===== config.mk =====
export PLATFORM = sky130hd
export DESIGN_NAME = tcl_word_tokenizer_top
export DESIGN_NICKNAME = d
export VERILOG_FILES = /design/src/rtl/tcl_tok_pkg.sv /design/src/rtl/tcl_tok_front.sv /design/src/rtl/tcl_tok_fifo.sv /design/src/rtl/tcl_tok_back.sv /design/src/rtl/tcl_word_tokenizer_top.sv
export VERILOG_INCLUDE_DIRS = /design/src /design/src/rtl
export SDC_FILE = /design/constraint.sdc
export NUM_CORES = 1
export LEC_CHECK = 0
export BUFFER_PORTS_ARGS = -buffer_cell sky130_fd_sc_hd__buf_2
export CAP_MARGIN = 10
export CORE_MARGIN = 5
export CORE_UTILIZATION = 62
export CTS_CLUSTER_SIZE = 24
export DETAILED_ROUTE_END_ITERATION = 16
export GPL_ROUTABILITY_DRIVEN = 0
export GPL_TIMING_DRIVEN = 0
export PLACE_DENSITY = 0.79
export SYNTH_ARGS = -nofsm -noshare
export SYNTH_HDL_FRONTEND = slang
export SYNTH_SLANG_ARGS = --single-unit

===== constraint.sdc =====
create_clock -name i_clk -period 6.8 [get_ports i_clk]
set_input_delay 1.02 -clock i_clk [delete_from_list [all_inputs] [get_ports i_clk]]
set_output_delay 1.02 -clock i_clk [all_outputs]
set_load 0.1 [all_outputs]

===== src/rtl/assert_macros.svh =====
// Assertion helpers shared by the RTL files
`ifndef ASSERT_MACROS_SVH
`define ASSERT_MACROS_SVH

// Condition that must hold at every clock edge out of reset
`define ASSERT_ALWAYS(label, clk, rst_n, cond, msg) \
    label: assert property (@(posedge clk) disable iff (!rst_n) (cond)) else $error(msg);

// When ante holds, cons must hold at the next clock edge
`define ASSERT_NEXT(label, clk, rst_n, ante, cons, msg) \
    label: assert property (@(posedge clk) disable iff (!rst_n) (ante) |=> (cons)) \
        else $error(msg);

`endif


===== src/rtl/tcl_tok_pkg.sv =====
package tcl_tok_pkg;

    localparam int LINE_W      = 20;
    localparam int CHAR_W      = 8;
    localparam int NEST_DEPTH  = 64;
    localparam int DEPTH_W     = $clog2(NEST_DEPTH + 1);
    localparam int SADDR_W     = $clog2(NEST_DEPTH);
    localparam int QUEUE_DEPTH = 4;
    localparam int Q_AW        = $clog2(QUEUE_DEPTH);
    localparam int Q_CW        = $clog2(QUEUE_DEPTH + 1);

    localparam logic [LINE_W-1:0] START_LINE_RST = LINE_W'(1);

    // Source bytes with a meaning of their own
    localparam logic [CHAR_W-1:0] CH_DEL    = 8'h7f;
    localparam logic [CHAR_W-1:0] CH_SP     = 8'h20;
    localparam logic [CHAR_W-1:0] CH_TAB    = 8'h09;
    localparam logic [CHAR_W-1:0] CH_NL     = 8'h0a;
    localparam logic [CHAR_W-1:0] CH_BSL    = 8'h5c;
    localparam logic [CHAR_W-1:0] CH_HASH   = 8'h23;
    localparam logic [CHAR_W-1:0] CH_SEMI   = 8'h3b;
    localparam logic [CHAR_W-1:0] CH_DQ     = 8'h22;
    localparam logic [CHAR_W-1:0] CH_LBRACE = 8'h7b;
    localparam logic [CHAR_W-1:0] CH_RBRACE = 8'h7d;
    localparam logic [CHAR_W-1:0] CH_LBRK   = 8'h5b;
    localparam logic [CHAR_W-1:0] CH_RBRK   = 8'h5d;

    // Delimiter that closes the current token
    typedef enum logic [2:0] {
        DM_NONE,
        DM_SPACE,
        DM_COMMENT,
        DM_QUOTE,
        DM_BRACE,
        DM_SQUARE
    } t_delim;

    typedef enum logic [1:0] {
        KIND_BYTE,
        KIND_TOKEND,
        KIND_STMT,
        KIND_EOI
    } t_kind;

    // One result word
    typedef struct packed {
        t_kind              kind;
        logic [CHAR_W-1:0]  ch;
        logic [LINE_W-1:0]  line;
    } t_res;

    // All results of one source byte (one or two)
    typedef struct packed {
        logic two;
        t_res r0;
        t_res r1;
    } t_pair;

endpackage


===== src/rtl/tcl_tok_front.sv =====
module tcl_tok_front (
    input  logic                            i_clk,
    input  logic                            i_rst_n,
    input  logic                            i_accept,
    input  logic                            i_cmd,
    input  logic [tcl_tok_pkg::CHAR_W-1:0]  i_char,
    input  logic                            i_cfg_wr_en,
    input  logic [tcl_tok_pkg::LINE_W-1:0]  i_cfg_wr_data,
    output logic                            o_push,
    output tcl_tok_pkg::t_pair              o_pair
);
    import tcl_tok_pkg::*;

    // Tokenizer state
    t_delim              r_delim, n_delim;
    logic                r_eat, n_eat;
    logic                r_esc, n_esc;
    logic [DEPTH_W-1:0]  r_brace, n_brace;
    logic [DEPTH_W-1:0]  r_brk, n_brk;
    logic                r_qpar, n_qpar;
    logic                r_tnz, n_tnz;
    logic [LINE_W-1:0]   r_line, n_line;
    logic [LINE_W-1:0]   r_tsl, n_tsl;
    logic [LINE_W-1:0]   r_start, n_start;

    // Bracket quote stack: memory plus cached top and prefetched entry below it
    logic                mem_stk [NEST_DEPTH];
    logic                r_top, n_top;
    logic                r_below;
    logic                stk_push;
    logic [SADDR_W-1:0]  stk_rd_addr;

    logic                res_cnt_nz;
    logic                res_two;
    t_res                res0, res1;

    // Next state and results for the accepted word
    always_comb begin
        t_delim             d;
        logic [DEPTH_W-1:0] nb;
        logic               tok_rst;
        logic               c_blank;

        n_delim  = r_delim;
        n_eat    = r_eat;
        n_esc    = r_esc;
        n_brace  = r_brace;
        n_brk    = r_brk;
        n_qpar   = r_qpar;
        n_tnz    = r_tnz;
        n_line   = r_line;
        n_tsl    = r_tsl;
        n_start  = r_start;
        n_top    = r_top;
        stk_push = 1'b0;
        res_cnt_nz = 1'b0;
        res_two  = 1'b0;
        res0     = '{kind: KIND_BYTE, ch: i_char, line: '0};
        res1     = '{kind: KIND_BYTE, ch: i_char, line: '0};
        tok_rst  = 1'b0;
        d        = r_delim;
        nb       = r_brk;
        c_blank  = (i_char == CH_SP) || (i_char == CH_TAB);

        if (i_accept) begin
            if (i_cmd) begin
                // end of code: close open token, then end of input
                res_cnt_nz = 1'b1;
                if (r_tnz) begin
                    res_two = 1'b1;
                    res0 = '{kind: KIND_TOKEND, ch: '0, line: r_tsl};
                    res1 = '{kind: KIND_EOI, ch: '0, line: r_tsl};
                end else begin
                    res0 = '{kind: KIND_EOI, ch: '0, line: r_tsl};
                end
                n_line  = r_start;
                tok_rst = 1'b1;
            end else if ((r_eat && c_blank) || (i_char == CH_DEL)) begin
                // dropped byte
            end else if (r_esc) begin
                n_esc = 1'b0;
                if (i_char == CH_NL) begin
                    n_line = r_line + 1'b1;
                    if (r_eat) begin
                        n_delim = DM_NONE;
                        n_tsl   = r_line + 1'b1;
                    end else if (r_delim == DM_SPACE) begin
                        res_cnt_nz = 1'b1;
                        res0 = '{kind: KIND_TOKEND, ch: '0, line: r_tsl};
                        tok_rst = 1'b1;
                    end else begin
                        res_cnt_nz = 1'b1;
                        res_two = 1'b1;
                        res0.ch = CH_BSL;
                        n_tnz = 1'b1;
                    end
                end else begin
                    res_cnt_nz = 1'b1;
                    res_two = 1'b1;
                    res0.ch = CH_BSL;
                    n_tnz = 1'b1;
                    n_eat = 1'b0;
                end
            end else if (i_char == CH_BSL) begin
                n_esc = 1'b1;
                if (r_delim == DM_NONE) begin
                    n_delim = DM_SPACE;
                end
            end else begin
                n_eat = 1'b0;
                // most branches emit the byte itself
                res_cnt_nz = 1'b1;
                n_tnz = 1'b1;
                if (r_delim == DM_COMMENT && i_char != CH_NL) begin
                    // comment text passes through
                end else begin
                    case (i_char)
                        CH_HASH: begin
                            if (!r_tnz) begin
                                n_delim = DM_COMMENT;
                            end
                        end
                        CH_NL, CH_SEMI: begin
                            if (i_char == CH_NL) begin
                                n_line = r_line + 1'b1;
                            end
                            if (r_delim == DM_NONE || r_delim == DM_SPACE ||
                                r_delim == DM_COMMENT) begin
                                tok_rst = 1'b1;
                                if (r_delim != DM_NONE && r_tnz) begin
                                    res_two = 1'b1;
                                    res0 = '{kind: KIND_TOKEND, ch: '0, line: r_tsl};
                                    res1 = '{kind: KIND_STMT, ch: '0, line: r_tsl};
                                end else begin
                                    res0 = '{kind: KIND_STMT, ch: '0, line: r_tsl};
                                end
                            end
                        end
                        CH_SP, CH_TAB: begin
                            if (r_delim == DM_SPACE) begin
                                res0 = '{kind: KIND_TOKEND, ch: '0, line: r_tsl};
                                tok_rst = 1'b1;
                            end
                        end
                        CH_DQ: begin
                            n_qpar = ~r_qpar;
                            if (r_delim == DM_NONE) begin
                                n_delim = DM_QUOTE;
                            end else if (r_delim == DM_QUOTE) begin
                                res_two = 1'b1;
                                res1 = '{kind: KIND_TOKEND, ch: '0, line: r_tsl};
                                tok_rst = 1'b1;
                            end
                        end
                        CH_LBRACE: begin
                            d = (r_delim == DM_NONE) ? DM_BRACE : r_delim;
                            n_delim = d;
                            if (d == DM_BRACE && r_brace < DEPTH_W'(NEST_DEPTH)) begin
                                n_brace = r_brace + 1'b1;
                            end
                        end
                        CH_RBRACE: begin
                            if (r_delim == DM_NONE) begin
                                n_delim = DM_SPACE;
                            end else if (r_delim == DM_BRACE) begin
                                nb = (r_brace != '0) ? r_brace - 1'b1 : r_brace;
                                n_brace = nb;
                                if (nb == '0) begin
                                    res_two = 1'b1;
                                    res1 = '{kind: KIND_TOKEND, ch: '0, line: r_tsl};
                                    tok_rst = 1'b1;
                                end
                            end
                        end
                        CH_LBRK: begin
                            d = (r_delim == DM_NONE || r_delim == DM_SPACE) ? DM_SQUARE
                                                                            : r_delim;
                            n_delim = d;
                            if (d != DM_BRACE && r_brk < DEPTH_W'(NEST_DEPTH)) begin
                                stk_push = 1'b1;
                                n_top = r_qpar;
                                n_brk = r_brk + 1'b1;
                            end
                        end
                        CH_RBRK: begin
                            d = (r_delim == DM_NONE) ? DM_SPACE : r_delim;
                            if (d != DM_BRACE && r_brk != '0 && r_top == r_qpar) begin
                                nb = r_brk - 1'b1;
                                n_top = r_below;
                            end
                            n_brk = nb;
                            if (d == DM_SQUARE && nb == '0) begin
                                d = DM_SPACE;
                            end
                            n_delim = d;
                        end
                        default: begin
                            if (r_delim == DM_NONE) begin
                                n_delim = DM_SPACE;
                            end
                        end
                    endcase
                end
            end
        end

        // per-token state back to idle after a token or statement end
        if (tok_rst) begin
            n_delim = DM_NONE;
            n_eat   = 1'b1;
            n_esc   = 1'b0;
            n_brace = '0;
            n_brk   = '0;
            n_qpar  = 1'b0;
            n_tnz   = 1'b0;
            n_tsl   = n_line;
        end

        if (i_cfg_wr_en) begin
            n_start = i_cfg_wr_data;
            n_line  = i_cfg_wr_data;
            n_tsl   = i_cfg_wr_data;
        end
    end

    assign stk_rd_addr = SADDR_W'(n_brk - DEPTH_W'(2));

    // Control state
    always_ff @(posedge i_clk) begin
        if (!i_rst_n) begin
            r_delim <= DM_NONE;
            r_eat   <= 1'b1;
            r_esc   <= 1'b0;
            r_brace <= '0;
            r_brk   <= '0;
            r_qpar  <= 1'b0;
            r_tnz   <= 1'b0;
            r_line  <= START_LINE_RST;
            r_tsl   <= START_LINE_RST;
            r_start <= START_LINE_RST;
        end else begin
            r_delim <= n_delim;
            r_eat   <= n_eat;
            r_esc   <= n_esc;
            r_brace <= n_brace;
            r_brk   <= n_brk;
            r_qpar  <= n_qpar;
            r_tnz   <= n_tnz;
            r_line  <= n_line;
            r_tsl   <= n_tsl;
            r_start <= n_start;
        end
    end

    // Stack memory; entry below the new top is read ahead for the next pop
    always_ff @(posedge i_clk) begin
        if (stk_push) begin
            mem_stk[r_brk[SADDR_W-1:0]] <= r_qpar;
        end
        r_below <= mem_stk[stk_rd_addr];
        r_top   <= n_top;
    end

    assign o_push = res_cnt_nz;
    assign o_pair = '{two: res_two, r0: res0, r1: res1};

    `include "assert_macros.svh"

    `ASSERT_ALWAYS(a_depth_cap, i_clk, i_rst_n, r_brace <= DEPTH_W'(NEST_DEPTH) && r_brk <= DEPTH_W'(NEST_DEPTH), "nesting depth beyond limit")
    `ASSERT_NEXT(a_esc_silent, i_clk, i_rst_n, i_accept && !i_cmd && !r_esc && !r_eat && i_char == CH_BSL && !i_cfg_wr_en, r_esc && $stable(r_line), "backslash not held as pending escape")

endmodule


===== src/rtl/tcl_tok_fifo.sv =====
module tcl_tok_fifo (
    input  logic                i_clk,
    input  logic                i_rst_n,
    input  logic                i_push,
    input  tcl_tok_pkg::t_pair  i_pair,
    input  logic                i_pop,
    output tcl_tok_pkg::t_pair  o_head,
    output logic                o_empty,
    output logic                o_full
);
    import tcl_tok_pkg::*;

    t_pair            r_q [QUEUE_DEPTH];
    logic [Q_AW-1:0]  r_wr, r_rd;
    logic [Q_CW-1:0]  r_count, n_count;
    logic             do_pop;

    assign o_empty = (r_count == '0);
    assign o_full  = (r_count == Q_CW'(QUEUE_DEPTH));
    assign o_head  = r_q[r_rd];
    assign do_pop  = i_pop && !o_empty;

    // Occupancy
    always_comb begin
        n_count = r_count;
        if (i_push && !do_pop) begin
            n_count = r_count + 1'b1;
        end else if (!i_push && do_pop) begin
            n_count = r_count - 1'b1;
        end
    end

    // Pointers
    always_ff @(posedge i_clk) begin
        if (!i_rst_n) begin
            r_wr    <= '0;
            r_rd    <= '0;
            r_count <= '0;
        end else begin
            r_count <= n_count;
            if (i_push) begin
                r_wr <= r_wr + 1'b1;
            end
            if (do_pop) begin
                r_rd <= r_rd + 1'b1;
            end
        end
    end

    // Storage
    always_ff @(posedge i_clk) begin
        if (i_push) begin
            r_q[r_wr] <= i_pair;
        end
    end

    `include "assert_macros.svh"

    `ASSERT_ALWAYS(a_no_overflow, i_clk, i_rst_n, !(i_push && o_full), "push into full queue")
    `ASSERT_NEXT(a_cnt_inc, i_clk, i_rst_n, i_push && !do_pop, r_count == $past(r_count) + 1'b1, "occupancy lost a push")

endmodule


===== src/rtl/tcl_tok_back.sv =====
module tcl_tok_back (
    input  logic                            i_clk,
    input  logic                            i_rst_n,
    input  tcl_tok_pkg::t_pair              i_head,
    input  logic                            i_empty,
    input  logic                            i_pop,
    output logic                            o_q_pop,
    output logic                            o_empty,
    output logic [1:0]                      o_kind,
    output logic [tcl_tok_pkg::CHAR_W-1:0]  o_char_out,
    output logic [tcl_tok_pkg::LINE_W-1:0]  o_line,
    output logic                            o_last
);
    import tcl_tok_pkg::*;

    // Which word of the head pair is shown
    logic  r_sel;
    t_res  cur;
    logic  take;

    assign cur        = r_sel ? i_head.r1 : i_head.r0;
    assign o_empty    = i_empty;
    assign o_kind     = cur.kind;
    assign o_char_out = cur.ch;
    assign o_line     = cur.line;
    assign o_last     = r_sel || !i_head.two;
    assign take       = i_pop && !i_empty;
    assign o_q_pop    = take && o_last;

    // Step through the pair, release it after its last word
    always_ff @(posedge i_clk) begin
        if (!i_rst_n) begin
            r_sel <= 1'b0;
        end else if (take) begin
            r_sel <= !o_last;
        end
    end

    `include "assert_macros.svh"

    `ASSERT_ALWAYS(a_sel_two, i_clk, i_rst_n, !r_sel || (!i_empty && i_head.two), "second word shown without a pair")

endmodule


===== src/rtl/tcl_word_tokenizer_top.sv =====
// Tcl word tokenizer. Source bytes (i_cmd = 0) or an end-of-code command
// (i_cmd = 1) enter through a queue-style port (i_push / o_full); result words
// leave through another (o_empty / i_pop): token bytes, token ends and statement
// ends carrying the start line, and a final end-of-input mark. o_last marks the
// last result of each input word. One input word is taken every cycle while the
// four-entry result queue between the tokenizer and the output has room; each
// input gives zero, one or two results, and the output port delivers one result
// per cycle while i_pop is high, so once the queue fills, bytes that produce two
// results are taken no faster than the output drains them. The bracket quote
// stack is a 64-entry memory with its top cached in a register; nesting never
// stalls the input. start_line (reset 1) is written through i_cfg_wr_en /
// i_cfg_wr_data and reloads the line counter; the user writes it only while the
// block is idle (not enforced here). No clearing pass is needed after reset.
module tcl_word_tokenizer_top (
    input  logic                            i_clk,
    input  logic                            i_rst_n,
    input  logic                            i_push,
    output logic                            o_full,
    input  logic                            i_cmd,
    input  logic [tcl_tok_pkg::CHAR_W-1:0]  i_char_in,
    output logic                            o_empty,
    input  logic                            i_pop,
    output logic [1:0]                      o_kind,
    output logic [tcl_tok_pkg::CHAR_W-1:0]  o_char_out,
    output logic [tcl_tok_pkg::LINE_W-1:0]  o_line,
    output logic                            o_last,
    input  logic                            i_cfg_wr_en,
    input  logic [tcl_tok_pkg::LINE_W-1:0]  i_cfg_wr_data
);
    import tcl_tok_pkg::*;

    logic   accept;
    logic   f_push;
    t_pair  f_pair;
    t_pair  q_head;
    logic   q_empty;
    logic   q_pop;

    assign accept = i_push && !o_full;

    // Tokenizer front
    tcl_tok_front u_front (
        .i_clk         (i_clk),
        .i_rst_n       (i_rst_n),
        .i_accept      (accept),
        .i_cmd         (i_cmd),
        .i_char        (i_char_in),
        .i_cfg_wr_en   (i_cfg_wr_en),
        .i_cfg_wr_data (i_cfg_wr_data),
        .o_push        (f_push),
        .o_pair        (f_pair)
    );

    // Result queue
    tcl_tok_fifo u_fifo (
        .i_clk   (i_clk),
        .i_rst_n (i_rst_n),
        .i_push  (f_push),
        .i_pair  (f_pair),
        .i_pop   (q_pop),
        .o_head  (q_head),
        .o_empty (q_empty),
        .o_full  (o_full)
    );

    // Output serializer
    tcl_tok_back u_back (
        .i_clk      (i_clk),
        .i_rst_n    (i_rst_n),
        .i_head     (q_head),
        .i_empty    (q_empty),
        .i_pop      (i_pop),
        .o_q_pop    (q_pop),
        .o_empty    (o_empty),
        .o_kind     (o_kind),
        .o_char_out (o_char_out),
        .o_line     (o_line),
        .o_last     (o_last)
    );

endmodule


==> run summary <==
Post-DP HPWL -> 30.68 mm
First-pass GRT wire length -> 72.22 mm
Crit path max-delay cell type -> a211oi_2
Initial Utilization -> 0.6326
H-tree depth -> 2
Synth warn -> 0
Pre-antenna DRT Iters -> 12
# rows -> 63
Avg WL per Cell -> 22.54 um
Comb pwr share -> 0.265
Mapped Nets -> 1,557
Slew margin rel. -> 0.2615
Worst Path Max Fanout -> 19
CP Buf/Inv Count -> 7
Port Buf Inserts -> 63
Global route total overflow -> 0
Core Area -> 29,800 um^2
Drt first-iter violations -> 1,487
Die width -> 184.4 um
Routed vias -> 13,210
FFs w/ async S/R, synth -> 0
Area Overhead vs Synth -> 12.94%
Vias in the first global route -> 13,010
I/O pin total -> 67
Clk pwr share -> 0.333
Via density -> 6.461
CTS tree -> done
Worst skew pair latency -> 0.54 ns
Slew Viols, Final -> 0
Largest area contributor in the netlist -> edfxtp_1
Pint -> 4.902 mW
Startpoint types -> register
Crit Path Class -> register to register
Yosys reg bits -> 401
Outcome -> finished clean
Count leader, synth -> edfxtp_1
Number of CTS-inserted buffers -> 41
ANT nets after route -> 0
Crit path time final -> 6.216 ns
Syn_area_per_cell -> 12.49 um^2
Sequential share of the synthesized area -> 0.5900
Crit share post-route -> 0.9142
Synth top area cells -> edfxtp_1 49%, dfxtp_1 9.8%, mux4_2 7.6%
Crit path arrival time -> 6.58 ns
Post-synth top area share -> 0.4923
Share of layout cells above drive strength 1 -> 0.1629
Min-delay worst type -> register to register
Worst path cell trace -> clkbuf_1 -> inv_1 -> ha_1 -> clkbuf_1 -> xor2_1 -> a2111oi_0 -> a21boi_1 -> o2111ai_1 -> a211oi_2 -> buf_2 -> buf_2 -> or2_2 -> ha_1 -> clkbuf_1 -> inv_1 -> mux4_2 -> o21a_1 -> o311ai_1 -> o22ai_1
Post-synthesis cell area -> 18,850 um^2
Initial antenna violation count -> 4
Max Fclk -> 0.1609 GHz
Maximum vdd drop -> 290.5 uV
Most used flip-flop cell after synthesis -> edfxtp_1
Remaining DRCs -> 0
Layout fillers -> 2,003
Post-Layout Cell Count -> 2,044
Fin util -> 0.7145
Cell mode on critical path -> clkbuf_1
Max-Cap Viols -> 0
Overall Power -> 7.323 mW
Die area -> 33,990 um^2
Mapped Cells -> 1,509
Worst Skew -> 0.03074 ns
Pwr Density -> 344.0 nW/um^2
Fin. Hold Viols -> 0
Post-synth top cells -> 309 x edfxtp_1, 183 x nor2_1, 94 x a21oi_1, 92 x dfxtp_1, 83 x nand2_1
Largest net degree at the start of global routing -> 49
Setup violations, final -> 0
P_sw -> 2.421 mW
Synth cell types -> 89
Root Driver -> clkbuf_16
Sequential power share -> 0.402
RSZ-0062 raised after global routing -> no
Post-synth EDFFs -> 309
Layout net count -> 1,667
Global Route Usage Sum -> 0.2712
Clock buffer depth -> 3
Clock sink count -> 401
CP peak stage delay -> 0.55 ns
Crit path capture type -> register
# hold bufs at CTS -> 0
Routed WL -> 46.08 mm
Worst Tran Pin Value -> 1.108 ns
Lkg Pwr -> 7.526 nW
Die H -> 184.4 um
Sw frac -> 0.3306
Clk pin slew, worst setup/hold paths -> 0.06 ns
Family with the most delay on the worst path -> compound AO/OA/AOI/OAI gates
Worst Path Required -> 7.16 ns
Placed insts -> 1,967
## final timing paths
path | slack [ns] | to | start | cells after the start
max | 0.58 | u_front.r_below$_DFF_P_ | u_front.r_brace[0]$_SDFFE_PP0P_ | 19
min | 0.48 | u_front.r_start[2]$_SDFFE_PN0P_ | u_front.r_start[2]$_SDFFE_PN0P_ | 2
max reg2reg | 0.58 | u_front.r_below$_DFF_P_ | u_front.r_brace[0]$_SDFFE_PP0P_ | 19
min reg2reg | 0.48 | u_front.r_start[2]$_SDFFE_PN0P_ | u_front.r_start[2]$_SDFFE_PN0P_ | 2
## final cells by class
class | count | area, um^2 | area share
diodes | 3 | 7.507 | 0.0003526
plain buffers | 99 | 392.9 | 0.01845
clock buffers | 54 | 1136 | 0.05336
clock inverters | 21 | 350.3 | 0.01646
inverters | 23 | 86.33 | 0.004055
multi-input cells | 985 | 7261 | 0.3411
flip-flops and latches | 401 | 11120 | 0.5224
well taps | 390 | 488.0 | 0.02292
repair buffers | 68 | 445.4 | 0.02092
## registers in the layout, summed over array words and instances (netlist names), named ones only
register	count
u_front.r_line	20
u_back.r_sel	1
u_front.r_start	20
u_front.r_tnz	1
u_front.r_delim	3
u_fifo.r_rd	2
u_front.r_eat	1
u_front.r_below	1
u_fifo.r_wr	2
u_front.r_brk	7
u_front.r_tsl	20
u_front.r_esc	1
u_front.r_qpar	1
u_front.r_top	1
u_front.mem_stk	64
u_fifo.r_q	244
u_front.r_brace	7
u_fifo.r_count	3
## cells in the final DEF (no fill, tap or decap), types with 36 or more instances in the layout
master     instances
edfxtp_1         309
nor2_1           183
a21oi_1           94
dfxtp_1           91
clkbuf_1          85
nand2_1           83
buf_2             74
mux4_2            64
and2_1            52
o21ai_0           51
clkbuf_16         42
mux2_2            37
mux2i_1           36
## worst register-to-register path, stage by stage (launching register included)
cell       delay, ns
dfxtp_1         0.33
clkbuf_1        0.36
inv_1           0.14
ha_1            0.22
clkbuf_1        0.20
xor2_1          0.19
a2111oi_0       0.41
a21boi_1        0.32
o2111ai_1       0.33
a211oi_2        0.55
buf_2           0.34
buf_2           0.45
or2_2           0.21
ha_1            0.23
clkbuf_1        0.22
inv_1           0.30
mux4_2          0.54
o21a_1          0.19
o311ai_1        0.28
o22ai_1         0.24
## metal layers
| layer | wire, um | global-route usage | up-vias | share of wire |
|---|---|---|---|---|
| met3 | 3653 | 0.04796 | 112 | 0.079 |
| met1 | 17850 | 0.3555 | 6441 | 0.39 |
| met5 | 14 | 0 | - | 0.00030 |
| met4 | 1386 | 0.09672 | 2 | 0.030 |
| li1 | - | - | 5964 | - |
| met2 | 23170 | 0.4598 | 687 | 0.50 |
## cells by family after synthesis
kind of cell	Yosys count	share of synthesized area
AND/OR/NAND/NOR	481	0.1263
flip-flops	401	0.5900
multiplexers	139	0.1189
adder cells (fa/ha/maj)	14	0.009692
buffers and inverters	123	0.02562
AO/OA/AOI/OAI	313	0.1115
XOR/XNOR	38	0.01806
## metrics by stage
step / setup WS, ns / TNS (ns) / area, um^2 / hold slack (ns)
after CTS: 0.1079 / 0 / 21280 / 0.4779
final: 0.5837 / 0 / 21290 / 0.4798
after global routing: 0.2568 / 0 / 21290 / 0.4914
after global placement: -0.09779 / -0.09779 / 19650 / 0.4491
after floorplan: 0.8941 / 0 / 18850 / 0.4360
after detailed placement: -0.09157 / -0.09157 / 19790 / 0.4688
## power groups by stage
stage | registers [mW] | logic [mW] | clock network (mW)
floorplan | 2.97 | 1.57 | 0
global placement | 2.99 | 1.88 | 0
detailed placement | 2.99 | 1.94 | 0
CTS | 2.94 | 1.95 | 2.46
global route | 2.96 | 2.03 | 2.58
finish | 2.95 | 1.94 | 2.44
## timing repair
action	CTS	global route
gates resized for setup	0	1
buffers inserted	0	0
endpoints found under the setup margin	0	1
Power figures use the tool's default switching activity.
